File: src/hw/rtl/mf7_pkg.sv
`default_nettype none
package mf7_pkg;

  // Window geometry and field widths.
  localparam int WIN        = 7;
  localparam int NLINES     = WIN - 1;
  localparam int NWIN       = WIN * WIN;
  localparam int HALF       = WIN / 2;
  localparam int RANK       = NWIN / 2;
  localparam int PIX_W      = 8;
  localparam int COORD_W    = 10;
  localparam int CFG_W      = 11;
  localparam int IDX_W      = 2;
  localparam int CNT_W      = 6;
  localparam int MAX_HEIGHT = 1024;
  localparam int RESET_DIM  = 512;

  // Configuration register indexes.
  typedef enum logic [IDX_W-1:0] {
    REG_IMAGE_WIDTH  = 2'd0,
    REG_IMAGE_HEIGHT = 2'd1
  } cfg_reg_t;

  typedef logic [PIX_W-1:0] pix_t;

  // One complete window together with the position of its center pixel.
  typedef struct packed {
    pix_t [NWIN-1:0]    win;
    logic [COORD_W-1:0] ccol;
    logic [COORD_W-1:0] crow;
    logic               last;
  } win_item_t;

  // Counts the window pixels that match the prefix above bit b and have bit b clear.
  function automatic logic [CNT_W-1:0] count_low(input pix_t [NWIN-1:0] win,
                                                 input pix_t prefix, input int b);
    logic [CNT_W-1:0] cnt;
    pix_t mask;
    cnt  = '0;
    mask = PIX_W'(16'h00FF << (b + 1));
    for (int i = 0; i < NWIN; i++) begin
      if ((((win[i] ^ prefix) & mask) == '0) && !win[i][b]) begin
        cnt = cnt + CNT_W'(1);
      end
    end
    return cnt;
  endfunction

endpackage
`default_nettype wire

File: src/hw/rtl/mf7_fifo.sv
`default_nettype none
module mf7_fifo (
  input  wire logic               clk,
  input  wire logic               rst,
  input  wire logic               push,
  input  wire mf7_pkg::win_item_t push_item,
  input  wire logic               pop,
  output logic                    not_empty,
  output logic                    room,
  output mf7_pkg::win_item_t      head
);
  import mf7_pkg::*;

  localparam int DEPTH = 4;
  localparam int PW = $clog2(DEPTH);

  win_item_t      mem [DEPTH];
  logic [PW-1:0]  wr_ptr;
  logic [PW-1:0]  rd_ptr;
  logic [PW:0]    count;

  assign not_empty = count != '0;
  assign room      = 32'(count) <= DEPTH - 2;
  assign head      = mem[rd_ptr];

  // Queue storage.
  always_ff @(posedge clk) begin
    if (push) begin
      mem[wr_ptr] <= push_item;
    end
  end

  // Pointers and fill count.
  always_ff @(posedge clk) begin
    if (rst) begin
      wr_ptr <= '0;
      rd_ptr <= '0;
      count  <= '0;
    end else begin
      if (push) begin
        wr_ptr <= wr_ptr + PW'(1);
      end
      if (pop) begin
        rd_ptr <= rd_ptr + PW'(1);
      end
      if (push && !pop) begin
        count <= count + (PW+1)'(1);
      end else if (pop && !push) begin
        count <= count - (PW+1)'(1);
      end
    end
  end

endmodule
`default_nettype wire

File: config.mk
export PLATFORM = sky130hd
export DESIGN_NAME = mf7_fifo
export DESIGN_NICKNAME = d
export VERILOG_FILES = /design/src/hw/rtl/mf7_pkg.sv /design/src/hw/rtl/mf7_fifo.sv
export SDC_FILE = /design/constraint.sdc
export NUM_CORES = 1
export LEC_CHECK = 0
export BUFFER_PORTS_ARGS = -buffer_cell sky130_fd_sc_hd__buf_2
export CAP_MARGIN = 5
export CORE_MARGIN = 2
export CORE_UTILIZATION = 52
export CTS_BUF_LIST = sky130_fd_sc_hd__clkbuf_8
export DETAILED_ROUTE_END_ITERATION = 16
export GPL_TIMING_DRIVEN = 0
export PLACE_DENSITY = 0.8
export SETUP_SLACK_MARGIN = 0.3
export SLEW_MARGIN = 0
export SYNTH_ARGS = -nofsm -noshare
export SYNTH_HDL_FRONTEND = slang
export SYNTH_SLANG_ARGS = --single-unit
File: constraint.sdc
create_clock -name clk -period 32.6 [get_ports clk]
set_input_delay 6.52 -clock clk [delete_from_list [all_inputs] [get_ports clk]]
set_output_delay 6.52 -clock clk [all_outputs]
set_load 0.02 [all_outputs]
Yosys cells after proc, flatten, opt, wreduce, memory -nomap -nowiden. Memories as Yosys holds them, arrays and structs flattened. A register that Yosys moved wholly into a read port is not among the register bits. Index checks and enable logic that the tools add are counted.

$add $sub $neg: 4. Multiply operators: 0. Div/mod/pow operators: 0. Magnitude comparators: 1. Equality and inequality tests: 0. Shift operators: 0. Muxes and demuxes: 6. Bitwise gates (word level): 0. Reductions and logical operators: 6.

Operator list (number): 2-to-1 mux 3 bit (2); adder 2 x 1 -> 2 bit (second input constant) (2); 2-to-1 mux 2 bit (2); adder 3 x 1 -> 3 bit (second input constant) (1); <= comparator 3 x 2 -> 1 bit (second input constant) (1); nonzero test 3 bit (1); subtractor 3 x 1 -> 3 bit (second input constant) (1); logical AND 1 bit (2); logical NOT 1 bit (2); 2-to-1 mux 1 bit (2); nonzero test 2 bit (1).

Register bits: 7. Bits in latches: 0. Memory bits (writable): 1652. Bits in read-only memories: 0. Input port bits: 417. Logic and storage cells: 21. Memories kept: 1.

Memories: mem (depth 4, width 413, rd ports 1, clocked after memory_dff 1, write ports 1, RTL line mf7_fifo.sv:17) `win_item_t mem [DEPTH];`.

Depth between registers and ports, before layout. Gate-level depths: netlist of the first run.

Depth after elaboration: 4. Depth in mapped cells: 7.

Worst setup path after synthesis of the first run. Ideal clock, no wire load.

Path kind: input -> register. Start: input port push. End: memory mem[0][0] (netlist bit), enable pin. Library setup time: 0.828 ns. Arrival time: 15.805 ns. Required time: 31.772 ns. Setup slack: 15.967 ns. Cell stages on the path: 1. Path buffers: 0. Cell sequence: and2_1.

Cells in the longest elaborated chain, start to end: 2.

Ends and longest elaborated chain: start, declared (RTL line mf7_fifo.sv:5) `input wire logic push,`; 2-to-1 mux 1 bit (RTL line mf7_fifo.sv:28) `if (push) begin`; 2-to-1 mux 1 bit (implied by the code) (RTL line mf7_fifo.sv:29) `mem[wr_ptr] <= push_item;`; end, declared (RTL line mf7_fifo.sv:17).

Every way passes these cells.

==> results of run 1 <==
==> cells by family (layout without fill, tap and decap cells) <==
family                   after synthesis  after routing  share of synthesized area, %
adder cells (fa/ha/maj)                6              6                         0.138
AND/OR/NAND/NOR                       14             14                         0.113
flip-flops                          1661           1661                          82.9
other                                  0             53                             0
AO/OA/AOI/OAI                          3              3                        0.0250
multiplexers                         415            415                          15.5
buffers and inverters                 97           1407                          1.22
XOR/XNOR                               5              5                        0.0729
==> tightest hold or removal path: cells and delay by family (launching register included) <==
kind	cells	cell delay (ns)
flops	1	0.33
simple gates	1	0.10
xor+xnor	1	0.07
==> metrics by stage <==
stage                     hold slack, ns  power [mW]  worst slack, ns  utilization, %  area, um^2
after CTS                          0.547        4.65            22.52            62.5       71600
after floorplan                    0.466        2.89            15.97               -       60100
final                              0.545        4.60            22.75            62.7       71700
after global placement             0.484        3.12             8.56            57.7       66100
after detailed placement           0.534        3.08            23.54            58.5       67000
after global routing               0.585        4.77            22.52            62.6       71700
==> cell usage after synthesis <==
cell type / number / area (um^2)
sky130_fd_sc_hd__buf_2: 43 / 215
sky130_fd_sc_hd__ha_1: 5 / 62.6
sky130_fd_sc_hd__xnor2_1: 2 / 17.5
sky130_fd_sc_hd__nor2_1: 7 / 26.3
sky130_fd_sc_hd__a21oi_1: 2 / 10.0
sky130_fd_sc_hd__buf_6: 42 / 473
sky130_fd_sc_hd__fa_1: 1 / 20.0
sky130_fd_sc_hd__edfxtp_1: 1652 / 49600
sky130_fd_sc_hd__clkbuf_1: 8 / 30.0
sky130_fd_sc_hd__mux2i_1: 2 / 20.0
sky130_fd_sc_hd__and2_1: 4 / 25.0
sky130_fd_sc_hd__mux4_2: 413 / 9300
sky130_fd_sc_hd__or3_1: 2 / 12.5
sky130_fd_sc_hd__inv_1: 4 / 15.0
sky130_fd_sc_hd__xor2_1: 3 / 26.3
sky130_fd_sc_hd__dfxtp_1: 9 / 180
sky130_fd_sc_hd__o21ai_0: 1 / 5.00
sky130_fd_sc_hd__nand2_1: 1 / 3.75
==> sequential cells by signal, summed over array words and instances, names as in the netlist, named ones only <==
signal and count:
wr_ptr 2, count 3, mem 1652, rd_ptr 2
==> power by group through the flow <==
| stage | Combinational (mW) | Sequential (mW) | Clock, mW |
|---|---|---|---|
| after floorplan | 0.327 | 2.56 | 0 |
| after global placement | 0.529 | 2.60 | 0 |
| after detailed placement | 0.555 | 2.52 | 0 |
| after CTS | 0.557 | 2.48 | 1.61 |
| after global routing | 0.581 | 2.48 | 1.71 |
| final | 0.549 | 2.48 | 1.57 |
==> worst paths after layout <==
path	from	to	slack, ns	cells past startpoint
min reg2reg	rd_ptr[1]	rd_ptr[1]	0.54	2
max reg2reg	wr_ptr[0]	mem[2][309]	29.65	7
max	flop	head[308]	22.75	5
min	rd_ptr[1]	rd_ptr[1]	0.54	2
==> routing by layer <==
metal	global-route usage, %	vias to the layer above	part of all wire (%)
met4	10.9	38	4.3
met5	0	-	0.18
met2	36.6	1316	51
met3	8.10	345	9.7
met1	26.5	14655	35
li1	-	12019	-
==> layout make-up <==
cell class / instances / area share [%]
Sequential cell: 1661 / 69.4
Multi-Input combinational cell: 443 / 13.3
Timing Repair Buffer: 862 / 7.00
Clock buffer: 277 / 5.31
Tap cell: 1512 / 2.64
Clock inverter: 171 / 1.15
Buffer: 93 / 1.00
Antenna cell: 53 / 0.185
Inverter: 4 / 0.0209
==> metrics.sh, run 1 <==
STATUS='finished, final reports clean'
INITIAL_UTILIZATION_PCT=52.4
FLOORPLAN.ROWS=124
GRT_ANTENNA_BEFORE_REPAIR=67
FINALHOLDVIOLATIONS=0
CORE_UM2=115000
FMAX_GHz=0.101
TRITONCTS_CLOCK_TREE='yes'
POST-CTS-SETUP-BUFFERS=0
CLOCK_TREE.ROOT_CELL='sky130_fd_sc_hd__clkbuf_8'
WORST-PATH-BUF-INV=4
DRC=0
FINAL_CELL_MIX='sky130_fd_sc_hd__edfxtp_1 (1652), sky130_fd_sc_hd__buf_2 (873), sky130_fd_sc_hd__mux4_2 (413), sky130_fd_sc_hd__clkbuf_8 (277), sky130_fd_sc_hd__inv_1 (80)'
IR_WORST_VDD_uV=55.1
DIE_HEIGHT_UM=344
PLACE.DETAILED.INSTANCES=4575
NUMBER_OF_BUFFERS_INSERTED_FOR_HOLD_REPAIR_AFTER_CLOCK_TREE_SYNTHESIS=0
BOUNDARYPINS=832
SYNTH.CELL_AREA_UM2=60100
CRITPATHMAXSTAGEDELAY_NS=0.73
POST_SYNTHESIS_SEQUENTIAL_ELEMENT_COUNT=1661
GRT_SETUP_UNREPAIRED='false'
PLACE_CONGESTION=0.758
POST_CTS.RESIZED_INSTANCES=0
LEAK_nW=24.4
AREA.GROWTH.SYNTH_TO_FINAL_PCT=19.5
WORSTPATHCELLLIST='buf_2, clkbuf_1, buf_2, mux4_2, buf_2'
MULTI_INPUT_GATE_AREA_UM2=9540
PLACE.DETAILED.HPWL_UM=89500
DESIGN.FINAL.NETS=3763
NETLIST_INSTANCES=2201
CRIT_PATH_END_KIND='primary output'
DESIGN.DIE.AREA_UM2=118000
DRTANTENNAVIOLNETS=0
REQUIRED_TIME_WORST_ENDPOINT_NS=26.08
PIN_COUNT_OF_THE_BIGGEST_NET_ENTERING_GLOBAL_ROUTING=62
CLKTRANSATPATHREGS_NS=0.06
CP.ARRIVAL_NS=3.33
CRIT_PATH_TOP_DELAY_CELL='sky130_fd_sc_hd__clkbuf_1'
WORST_PATH_DOMINANT_CELL_FAMILY='buffers and inverters'
VIAS_PER_CELL=5.59
CLKPWRFRAC_PCT=34.2
TIMING.FINAL.SETUP_VIOLATIONS=0
TIMING.FINAL.CRIT_SHARE_PCT=30.2
CLOCK_TREE_SKEW_AFTER_FINAL_LAYOUT_NS=0.0904
MAXCAPVIOLATIONS=0
ROUTED_WIRE_LENGTH_PER_INSTANCE_UM=26.5
DETAIL_ROUTE.WIRELENGTH_UM=134000
SYNTH_CELL_TYPES=18
CTS-BUFFERS-INSERTED=275
MEAN_INSTANCE_SIZE_IN_THE_SYNTHESIZED_NETLIST_UM2=27.3
SEQ_AREA_FRAC_SYNTH_PCT=82.9
COMB_POWER_SHARE_PCT=11.9
POWER.SWITCHING_FRACTION_PCT=24.4
STARTPOINT_TYPE='flop'
GRT_PASS1_WL_UM=191000
HTREEDEPTH=5
PORT_BUFFERS=830
FINAL.FILL_COUNT=7349
DIE_OUTLINE_WIDTH_UM=344
FIRSTDRTPASSITERS=5
CTS-ROOT-TO-SINK-BUFFERS=4
FINAL_LAYOUT_SIZE_SUFFIX_GT1_SHARE_PCT=47.9
COMMONEST_NON_FILL_NON_TAP_CELL_IN_THE_LAYOUT='sky130_fd_sc_hd__edfxtp_1'
FIRST_GLOBAL_VIAS=30054
GRT_REMAINING_OVERFLOW=0
CLASSIFICATION_OF_THE_WORST_SLACK_HOLD_PATH='reg -> reg'
LAYOUT_CELLS_EXCL_FILL=5076
WORST_SKEW_PAIR.LATE_LATENCY_NS=0.93
SYNTHESIS.NETS=2624
NUMBER_OF_SINKS_DRIVEN_BY_THE_CLOCK_TREE=1661
WORSTMARGINPINSLEW_NS=1.00
INTERNAL-POWER_mW=3.48
MIN_PERIOD_NS=9.85
DRC_MARKER_COUNT_FROM_THE_FIRST_DETAILED_ROUTE_ITERATION=2200
POWER_DENSITY_nW_PER_UM2=64.2
TIMING.MAX_SLEW.REL_SLACK_PCT=33.2
SYNTH_WARNINGS=0
POWER_FRAC_SEQ_PCT=53.9
CRIT_FANOUT=10
FF_LATCH_AREA_UM2=49800
TIMING.SETUP.CRITICAL_PATH_CLASS='reg -> out'
FINALMAXSLEWVIOLATIONS=0
P_SWITCHING_mW=1.12
SETUP_TNS_NS=0
DR_TOTAL_VIAS=28373
PATH_COMMON_CELL='sky130_fd_sc_hd__buf_2'
GRT_USAGE_PCT=22.4
(Power assumes the default switching activity.)
==> inputs of run 2 (changes only) <==
PLACE_DENSITY = 0.83   (was 0.8)
clock period = 8 ns   (was 32.6 ns; I/O delays follow)
==> metrics.sh, run 2 (same netlist as run 1, synthesis figures left out) <==
CLOCK_TREE.ROOT_CELL='sky130_fd_sc_hd__clkbuf_8'
CRIT_PATH_END_KIND='primary output'
INITIAL_UTILIZATION_PCT=52.4
MIN_PERIOD_NS=4.95
HTREEDEPTH=5
TIMING.MAX_SLEW.REL_SLACK_PCT=38.1
DETAIL_ROUTE.WIRELENGTH_UM=137000
STARTPOINT_TYPE='flop'
LEAK_nW=24.4
BIGGESTREGSBYFLOPS='mem (1652), count (3)'
GRT_SETUP_UNREPAIRED='false'
COMB_POWER_SHARE_PCT=11.9
P_SWITCHING_mW=4.60
COMMONEST_NON_FILL_NON_TAP_CELL_IN_THE_LAYOUT='sky130_fd_sc_hd__edfxtp_1'
POST_CTS.RESIZED_INSTANCES=0
FF_LATCH_AREA_UM2=49800
MULTI_INPUT_GATE_AREA_UM2=9540
SETUP_TNS_NS=0
LARGEST_REGISTER_FFS=1652
MAXCAPVIOLATIONS=0
TRITONCTS_CLOCK_TREE='yes'
REGISTERS.TOP_BY_FF_COUNT='mem'
CLKTRANSATPATHREGS_NS=0.05
PLACE.DETAILED.HPWL_UM=91900
DIE_HEIGHT_UM=344
GRT_PASS1_WL_UM=195000
CTS-BUFFERS-INSERTED=276
CLKPWRFRAC_PCT=34.2
VIAS_PER_CELL=5.66
ROUTED_WIRE_LENGTH_PER_INSTANCE_UM=27.0
NUMBER_OF_BUFFERS_INSERTED_FOR_HOLD_REPAIR_AFTER_CLOCK_TREE_SYNTHESIS=0
DIE_OUTLINE_WIDTH_UM=344
GRT_REMAINING_OVERFLOW=0
TIMING.FINAL.SETUP_VIOLATIONS=0
POST-CTS-SETUP-BUFFERS=0
DRC=0
RRSETUPSLACK_NS=5.19
PLACE_CONGESTION=0.785
STATUS='finished, final reports clean'
FIRST_GLOBAL_VIAS=30590
BOUNDARYPINS=832
FINALHOLDVIOLATIONS=0
NUMBER_OF_SINKS_DRIVEN_BY_THE_CLOCK_TREE=1661
LAYOUT_CELLS_EXCL_FILL=5074
CP.ARRIVAL_NS=3.35
AREA.GROWTH.SYNTH_TO_FINAL_PCT=19.3
FINAL_LAYOUT_SIZE_SUFFIX_GT1_SHARE_PCT=47.8
POWER_DENSITY_nW_PER_UM2=262
FINALMAXSLEWVIOLATIONS=0
PORT_BUFFERS=830
DRC_MARKER_COUNT_FROM_THE_FIRST_DETAILED_ROUTE_ITERATION=2435
CRIT_FANOUT=10
PIN_COUNT_OF_THE_BIGGEST_NET_ENTERING_GLOBAL_ROUTING=62
WORST_SKEW_PAIR.LATE_LATENCY_NS=0.92
DESIGN_AREA_UM2=71700
WORSTMARGINPINSLEW_NS=0.928
FIRSTDRTPASSITERS=5
TIMING.SETUP.CRITICAL_PATH_CLASS='reg -> out'
DRTANTENNAVIOLNETS=0
FINAL.FILL_COUNT=7281
FINAL_CELL_MIX='sky130_fd_sc_hd__edfxtp_1 (1652), sky130_fd_sc_hd__buf_2 (873), sky130_fd_sc_hd__mux4_2 (413), sky130_fd_sc_hd__clkbuf_8 (276), sky130_fd_sc_hd__inv_1 (82)'
DESIGN.DIE.AREA_UM2=118000
POWER.SWITCHING_FRACTION_PCT=24.5
PLACE.DETAILED.INSTANCES=4572
REQUIRED_TIME_WORST_ENDPOINT_NS=6.40
GRT_USAGE_PCT=22.7
POWER_FRAC_SEQ_PCT=53.9
CORE_UM2=115000
TIMING.FINAL.CRIT_SHARE_PCT=61.9
IR_WORST_VDD_uV=215
INTERNAL-POWER_mW=14.2
FINISH.UTILIZATION_PCT=62.6
PLACEMENT.CELL_AREA_UM2=66900
CTS-ROOT-TO-SINK-BUFFERS=4
DR_TOTAL_VIAS=28694
FMAX_GHz=0.202
CLOCK_TREE_SKEW_AFTER_FINAL_LAYOUT_NS=0.0841
DESIGN.FINAL.NETS=3761
FLOORPLAN.ROWS=124
CLASSIFICATION_OF_THE_WORST_SLACK_HOLD_PATH='reg -> reg'
GRT_ANTENNA_BEFORE_REPAIR=61
run 2: layout make-up:
cell class | instances | share of cell area [%]
flip-flops and latches | 1661 | 69.5
multi-input cells | 443 | 13.3
repair buffers | 859 | 6.91
clock buffers | 276 | 5.30
well taps | 1512 | 2.64
clock inverters | 173 | 1.16
plain buffers | 93 | 1.00
diodes | 53 | 0.185
inverters | 4 | 0.0209
run 2: worst paths after layout:
check / startpoint / to / depth (start not counted)
worst max register to register: wr_ptr[0] / mem[1][292] / 6
worst max-delay path: flop / head[285] / 5
worst min-delay path: rd_ptr[1] / flop / 2
worst min register to register: rd_ptr[1] / flop / 2
run 2: worst max-delay path: stages, from the launching register on:
cell	delay (ns)
sky130_fd_sc_hd__dfxtp_1	0.30
sky130_fd_sc_hd__buf_2	0.29
sky130_fd_sc_hd__clkbuf_1	0.62
sky130_fd_sc_hd__buf_2	0.54
sky130_fd_sc_hd__mux4_2	0.52
sky130_fd_sc_hd__buf_2	0.22
run 2: routing by layer:
metal	track usage, %	wire [um]	share of wire, %
met1	25.4	45300	33
met2	38.2	71600	52
met3	7.99	13400	9.8
met4	12.3	6690	4.9
met5	0	150	0.11
run 2: stage by stage:
step           setup WS (ns)  hold slack, ns  power, mW
6_report                3.05           0.533       18.8
5_1_grt                 2.74           0.589       19.4
4_1_cts                 2.77           0.537       18.9
3_5_place_dp            3.74           0.526       12.5
3_3_place_gp          -10.63           0.487       12.6
2_1_floorplan          -3.71           0.466       11.7
run 2: power groups by stage:
stage	clock network, mW	registers [mW]	logic, mW
6_report	6.42	10.1	2.24
5_1_grt	6.93	10.1	2.36
4_1_cts	6.55	10.1	2.26
3_5_place_dp	0	10.3	2.25
3_3_place_gp	0	10.4	2.14
2_1_floorplan	0	10.3	1.33
